==> src/rtl/kwsc_pkg.sv <==
`timescale 1ns / 1ps

package kwsc_pkg;

  // Default window length in bases
  localparam int KmerSize = 31;

  // Field widths fixed by the interface
  localparam int BaseW  = 8;
  localparam int QualW  = 7;
  localparam int SkipW  = 5;
  localparam int RunW   = 5;
  localparam int CfgIdxW  = 2;
  localparam int CfgDataW = 7;

  // Saturation point of the stored run length
  localparam logic [RunW-1:0] RunMax = {RunW{1'b1}};

  // Nucleotide characters, both cases
  localparam logic [BaseW-1:0] ChLowA = 8'h61;
  localparam logic [BaseW-1:0] ChUpA  = 8'h41;
  localparam logic [BaseW-1:0] ChLowC = 8'h63;
  localparam logic [BaseW-1:0] ChUpC  = 8'h43;
  localparam logic [BaseW-1:0] ChLowG = 8'h67;
  localparam logic [BaseW-1:0] ChUpG  = 8'h47;
  localparam logic [BaseW-1:0] ChLowT = 8'h74;
  localparam logic [BaseW-1:0] ChUpT  = 8'h54;

  // Configuration register indexes
  typedef enum logic [CfgIdxW-1:0] {
    CfgFastqMode    = 2'd0,
    CfgQualityLimit = 2'd1,
    CfgRunLimit     = 2'd2
  } cfg_idx_e;

  // True for A, C, G or T in either case
  function automatic logic is_acgt(input logic [BaseW-1:0] c);
    return (c == ChLowA) || (c == ChUpA) || (c == ChLowC) || (c == ChUpC) ||
           (c == ChLowG) || (c == ChUpG) || (c == ChLowT) || (c == ChUpT);
  endfunction

endpackage

==> src/rtl/kmer_window_skip_check.sv <==
`timescale 1ns / 1ps

// Sliding k-mer window checker. Each accepted beat shifts one base and its
// quality byte into a WINDOW_LEN-deep shift line and produces one result beat.
// A new beat is taken every cycle unless stalled. The result sits in an output
// register, and a stalled result holds off the input in the same cycle. The
// window is cleared by read_start_i on the first base of a read. Once it holds
// WINDOW_LEN bases of the current read, skip_count_o gives how many leading bases
// to drop so that no non-ACGT base, no low-quality base (FASTQ mode, nonzero
// limit) and no homopolymer run reaching run_limit falls inside the k-mer;
// run_base_o gives the base of such a run that ends the window. Each entry
// carries its run length, computed as it enters, so all positions are checked
// in parallel and a priority encoder picks the last hit in the same cycle.
// Configuration is written through a plain write port; the user must do so only
// while the block is idle, which the block itself does not enforce.
module kmer_window_skip_check #(
  parameter int WINDOW_LEN = kwsc_pkg::KmerSize
) (
  input  logic                          clk_i,
  input  logic                          rst_ni,
  // configuration
  input  logic                          cfg_we_i,
  input  logic [kwsc_pkg::CfgIdxW-1:0]  cfg_idx_i,
  input  logic [kwsc_pkg::CfgDataW-1:0] cfg_data_i,
  // input channel
  input  logic                          in_valid_i,
  output logic                          in_stall_o,
  input  logic [kwsc_pkg::BaseW-1:0]    base_char_i,
  input  logic [kwsc_pkg::QualW-1:0]    quality_char_i,
  input  logic                          read_start_i,
  // result channel
  output logic                          out_valid_o,
  input  logic                          out_stall_i,
  output logic                          window_full_o,
  output logic [kwsc_pkg::SkipW-1:0]    skip_count_o,
  output logic [kwsc_pkg::BaseW-1:0]    run_base_o
);

  localparam int FillW = $clog2(WINDOW_LEN + 1);
  localparam logic [FillW-1:0] FillFull = FillW'(WINDOW_LEN);

  // configuration registers
  logic                          fastq_mode_q;
  logic [kwsc_pkg::QualW-1:0]    quality_limit_q;
  logic [kwsc_pkg::RunW-1:0]     run_limit_q;

  // window shift line, oldest entry at index 0
  logic [kwsc_pkg::BaseW-1:0] base_q [WINDOW_LEN];
  logic [kwsc_pkg::BaseW-1:0] base_d [WINDOW_LEN];
  logic [kwsc_pkg::QualW-1:0] qual_q [WINDOW_LEN];
  logic [kwsc_pkg::QualW-1:0] qual_d [WINDOW_LEN];
  logic [kwsc_pkg::RunW-1:0]  run_q  [WINDOW_LEN];
  logic [kwsc_pkg::RunW-1:0]  run_d  [WINDOW_LEN];

  logic [FillW-1:0] fill_q, fill_d, fill_base;

  // result register
  logic                       out_valid_q;
  logic                       full_q, full_d;
  logic [kwsc_pkg::SkipW-1:0] skip_q, skip_d;
  logic [kwsc_pkg::BaseW-1:0] runb_q, runb_d;

  logic in_acc;
  logic [WINDOW_LEN-1:0] hit;
  logic qual_en, run_en;

  assign in_stall_o = out_valid_q && out_stall_i;
  assign in_acc     = in_valid_i && !in_stall_o;
  assign qual_en    = fastq_mode_q && (quality_limit_q != '0);
  assign run_en     = (run_limit_q != '0);

  // fill count: clear on a new read, saturate at the window length
  always_comb begin
    fill_base = read_start_i ? '0 : fill_q;
    fill_d    = (fill_base < FillFull) ? fill_base + 1'b1 : fill_base;
    full_d    = (fill_d == FillFull);
  end

  // shift the new base in and extend the run of the newest entry
  always_comb begin
    for (int i = 0; i < WINDOW_LEN - 1; i++) begin
      base_d[i] = base_q[i+1];
      qual_d[i] = qual_q[i+1];
      run_d[i]  = run_q[i+1];
    end
    base_d[WINDOW_LEN-1] = base_char_i;
    qual_d[WINDOW_LEN-1] = quality_char_i;
    if ((fill_base != '0) && (base_char_i == base_q[WINDOW_LEN-1])) begin
      run_d[WINDOW_LEN-1] = (run_q[WINDOW_LEN-1] == kwsc_pkg::RunMax) ?
                            kwsc_pkg::RunMax : run_q[WINDOW_LEN-1] + 1'b1;
    end else begin
      run_d[WINDOW_LEN-1] = kwsc_pkg::RunW'(1);
    end
  end

  // flag every position in parallel, then take the last hit
  always_comb begin
    for (int i = 0; i < WINDOW_LEN; i++) begin
      hit[i] = !kwsc_pkg::is_acgt(base_d[i]) ||
               (qual_en && (qual_d[i] <= quality_limit_q)) ||
               ((i >= 1) && run_en && (run_d[i] >= run_limit_q) &&
                ((i + 1) >= int'(run_limit_q)));
    end
    skip_d = '0;
    for (int i = 0; i < WINDOW_LEN; i++) begin
      if (hit[i]) begin
        skip_d = kwsc_pkg::SkipW'(i + 1);
      end
    end
    if (run_en && (run_d[WINDOW_LEN-1] >= run_limit_q) &&
        (WINDOW_LEN >= int'(run_limit_q))) begin
      runb_d = base_d[WINDOW_LEN-1];
    end else begin
      runb_d = '0;
    end
    if (!full_d) begin
      skip_d = '0;
      runb_d = '0;
    end
  end

  // configuration writes
  always_ff @(posedge clk_i or negedge rst_ni) begin
    if (!rst_ni) begin
      fastq_mode_q    <= 1'b0;
      quality_limit_q <= '0;
      run_limit_q     <= '0;
    end else if (cfg_we_i) begin
      case (kwsc_pkg::cfg_idx_e'(cfg_idx_i))
        kwsc_pkg::CfgFastqMode:    fastq_mode_q    <= cfg_data_i[0];
        kwsc_pkg::CfgQualityLimit: quality_limit_q <= cfg_data_i;
        kwsc_pkg::CfgRunLimit:     run_limit_q     <= cfg_data_i[kwsc_pkg::RunW-1:0];
        default: ;
      endcase
    end
  end

  // control: fill count and result valid
  always_ff @(posedge clk_i or negedge rst_ni) begin
    if (!rst_ni) begin
      fill_q      <= '0;
      out_valid_q <= 1'b0;
    end else begin
      if (in_acc) begin
        fill_q      <= fill_d;
        out_valid_q <= 1'b1;
      end else if (!out_stall_i) begin
        out_valid_q <= 1'b0;
      end
    end
  end

  // payload: advance the window and load the result on each input beat
  always_ff @(posedge clk_i) begin
    if (in_acc) begin
      for (int i = 0; i < WINDOW_LEN; i++) begin
        base_q[i] <= base_d[i];
        qual_q[i] <= qual_d[i];
        run_q[i]  <= run_d[i];
      end
      full_q <= full_d;
      skip_q <= skip_d;
      runb_q <= runb_d;
    end
  end

  assign out_valid_o   = out_valid_q;
  assign window_full_o = full_q;
  assign skip_count_o  = skip_q;
  assign run_base_o    = runb_q;

endmodule
==> config.mk <==
export PLATFORM = sky130hd
export DESIGN_NAME = kmer_window_skip_check
export DESIGN_NICKNAME = d
export VERILOG_FILES = /design/src/rtl/kwsc_pkg.sv /design/src/rtl/kmer_window_skip_check.sv
export SDC_FILE = /design/constraint.sdc
export NUM_CORES = 1
export LEC_CHECK = 0
export ABC_AREA = 1
export BUFFER_PORTS_ARGS = -buffer_cell sky130_fd_sc_hd__buf_2
export CAP_MARGIN = 15
export CORE_AREA = 8 8 233 235
export DETAILED_ROUTE_END_ITERATION = 10
export DIE_AREA = 0 0 241 243
export PLACE_DENSITY = 0.83
export REMOVE_ABC_BUFFERS = 1
export SLEW_MARGIN = 20
export SYNTH_ARGS = -nofsm -noshare
export SYNTH_HDL_FRONTEND = slang
export SYNTH_SLANG_ARGS = --single-unit
==> constraint.sdc <==
create_clock -name clk_i -period 18.05 [get_ports clk_i]
set_input_delay 1.805 -clock clk_i [delete_from_list [all_inputs] [get_ports clk_i]]
set_output_delay 1.805 -clock clk_i [all_outputs]
set_load 0.02 [all_outputs]
==> flow_summary.ini <==
[drt]
drtIter0Drc = 1363
vias = 17800
drtPass1Iterations = 6
via_per_inst = 5.73
detail-route-antenna-nets = 0
drc_errors = 0
wl_per_cell_um = 18.4
routed_wl_um = 57100

[grt]
grt_pass1_wl_um = 92500
grt_antenna_before_repair = 1
track_usage_pct = 19.6
grt_max_degree = 194
grt_pass1_vias = 19000
grt.overflow.total = 0

[layout]
fillerInstances = 3682
final_cell_mix = 580 x edfxtp_1, 370 x ha_1, 293 x nand2_1, 274 x inv_1, 197 x nor2_1
area_growth_pct = 10.5
nets = 2782
drive_above_1_share_pct = 6.59
layout_commonest_cell = edfxtp_1
diodes = 0

[die]
die_y_um = 243
die-area_um2 = 58600
die_w_um = 241
num_rows = 83
initial_core_util_pct = 56.4
ioPinCount = 46
core_region_area_um2 = 50700

[synthesis]
ys_ff_latch = 599
ys.flop_type = edfxtp_1
yosys.area.top_type = edfxtp_1
yosysSeqAreaShare_pct = 62.6
synth_area_um2 = 28600
synth_edf_count = 580
netlist_instances = 2274
ys_types = 49
synth_warnings = 0
synth.avg_cell_area_um2 = 12.6
synth_top_cell_area_share_pct = 60.9
yosys-top-cells-area = edfxtp_1 61%, ha_1 16%, nand2_1 3.8%
synthArstFlopShare_pct = 3.17

[timing]
period_minus_slack_ns = 5.53
finalSetupViolations = 0
worst_slack_ns = 12.52
post-route-period-util_pct = 30.6
clock_skew_ns = 0.0310
fmax_mhz = 181
maxSlewViolCount = 0
finalHoldViolations = 0
rsz0062_at_grt = no
maxSlewHeadroom_pct = 20.2
tightest_slew_ns = 1.20

[critical_path]
worst-path-buf-inv = 6
crit_chain = buf_2 > nand2_1 > inv_1 > nor2_4 > buf_4 > buf_12 > buf_4 > buf_4
reg2reg_depth = 7
crit_slowest_cell = buf_4
cp_common_cell = buf_4
crit_path_end_kind = flop
rr_startpoint = out_valid_o
cp.depth = 8
worstPathArrival_ns = 5.75
r2r_slack_ns = 13.42
slowest_delay_ns = 0.96
worstSetupEndpoint = base_q[0][33]
start_kind = input port
cp_max_fo = 193
crit_required_ns = 18.27
path_class = input port to flop
crit_family = buffers and inverters
crit_start = out_stall_i
r2r_end = base_q[0][33]

[cts]
clockBufferDepth = 3
cts_tree = built
cts_sinks = 599
cts-buffers-inserted = 58
cts.repair.resized = 0
clk_pin_slew_ns = 0.06
cts_max_level = 2
insertion_delay_ns = 0.63
holdBufCountCts = 0
cts_setup_buffers = 0
cts_root_buf = clkbuf_16

[job]
max-cap-violations = 0

[status]
outcome = finished clean

[pwr]
p_leak_nw = 12.9
p_total_w = 0.00342
ir_drop_uv = 94.5
pwr_density_cell_nw_per_um2 = 108

[place]
hpwl_um = 38200
portBuffers = 45
pre_cts_ws_ns = 11.98
gp_congestion = 0.856

[worst_hold_path]
hp-class = flop to flop
## logic make-up after synthesis
| kind of cell | synth area share, % |
|---|---|
| AND/OR/NAND/NOR | 9.37 |
| XOR/XNOR | 0.276 |
| AO/OA/AOI/OAI | 7.67 |
| buffers and inverters | 3.90 |
| adder cells (fa/ha/maj) | 16.2 |
| flip-flops | 62.6 |
## stage by stage
step | hold WS (ns) | instance area [um2] | TNS, ns | instances | utilization, %
floorplan | 0.418 | 28500 | -5716.50 | 2265 | -
global placement | 0.423 | 29700 | 0 | 3002 | 58.7
detailed placement | 0.430 | 29700 | 0 | 3002 | 58.7
CTS | 0.423 | 31600 | 0 | 3108 | 62.3
global route | 0.436 | 31600 | 0 | 3108 | 62.3
finish | 0.432 | 31600 | 0 | 3108 | 62.3
## area by class of cell
| class | instances | area (um2) | share of cell area (%) |
|---|---|---|---|
| clock buffer | 78 | 1550 | 4.90 |
| sequential | 599 | 17900 | 56.6 |
| timing repair buffer | 57 | 328 | 1.04 |
| inverter | 285 | 1070 | 3.39 |
| multi-input combinational | 1381 | 9590 | 30.4 |
| clock inverter | 28 | 307 | 0.970 |
| tap | 680 | 851 | 2.69 |
## report_power, final
part           switching, W  internal, W
combinational      0.000356     0.000190
sequential        0.0000503      0.00162
clock              0.000515     0.000686
## cell usage after synthesis (4+ instances only)
library cell  count
edfxtp_1        580
ha_1            370
nand2_1         293
inv_1           274
nor2_1          198
a21oi_1         192
o21ai_0          63
nand4_1          47
nand3_1          38
o21bai_1         27
nor3_1           21
dfrtp_1          19
o221ai_1         18
a211oi_1         12
o211ai_1         12
a21o_1           10
o2111ai_1        10
inv_2             9
and3_1            7
xnor2_1           7
a31oi_1           6
clkbuf_1          6
nor4_1            6
or3_1             6
o31ai_1           5
nand2_4           4
## state kept, by name, indices dropped and copies added (netlist names), 5 cells and up
register / count
base_q: 211
qual_q: 210
run_q: 145
run_base_o: 8
quality_limit_q: 7
fill_q: 5
run_limit_q: 5
skip_count_o: 5
## routing by layer
metal / vias to the layer above / wire (um) / track usage [%]
met2: 559 / 29900 / 35.9
met3: 158 / 3240 / 3.85
li1: 8471 / - / -
met5: - / 9 / 0
met4: 2 / 2310 / 7.93
met1: 8625 / 21600 / 21.9
## worst min path at each step
stage,startpoint,to,slack (ns),depth (start not counted)
floorplan,base_q[0][22],base_q[0][14],0.42,0
global placement,base_q[0][22],base_q[0][14],0.42,0
detailed placement,base_q[0][22],base_q[0][14],0.43,0
CTS,base_q[1][22],base_q[1][14],0.42,0
global route,base_q[1][16],base_q[1][8],0.44,0
finish,base_q[1][22],base_q[1][14],0.43,0
Note: power is estimated with default switching activity, not from simulation.
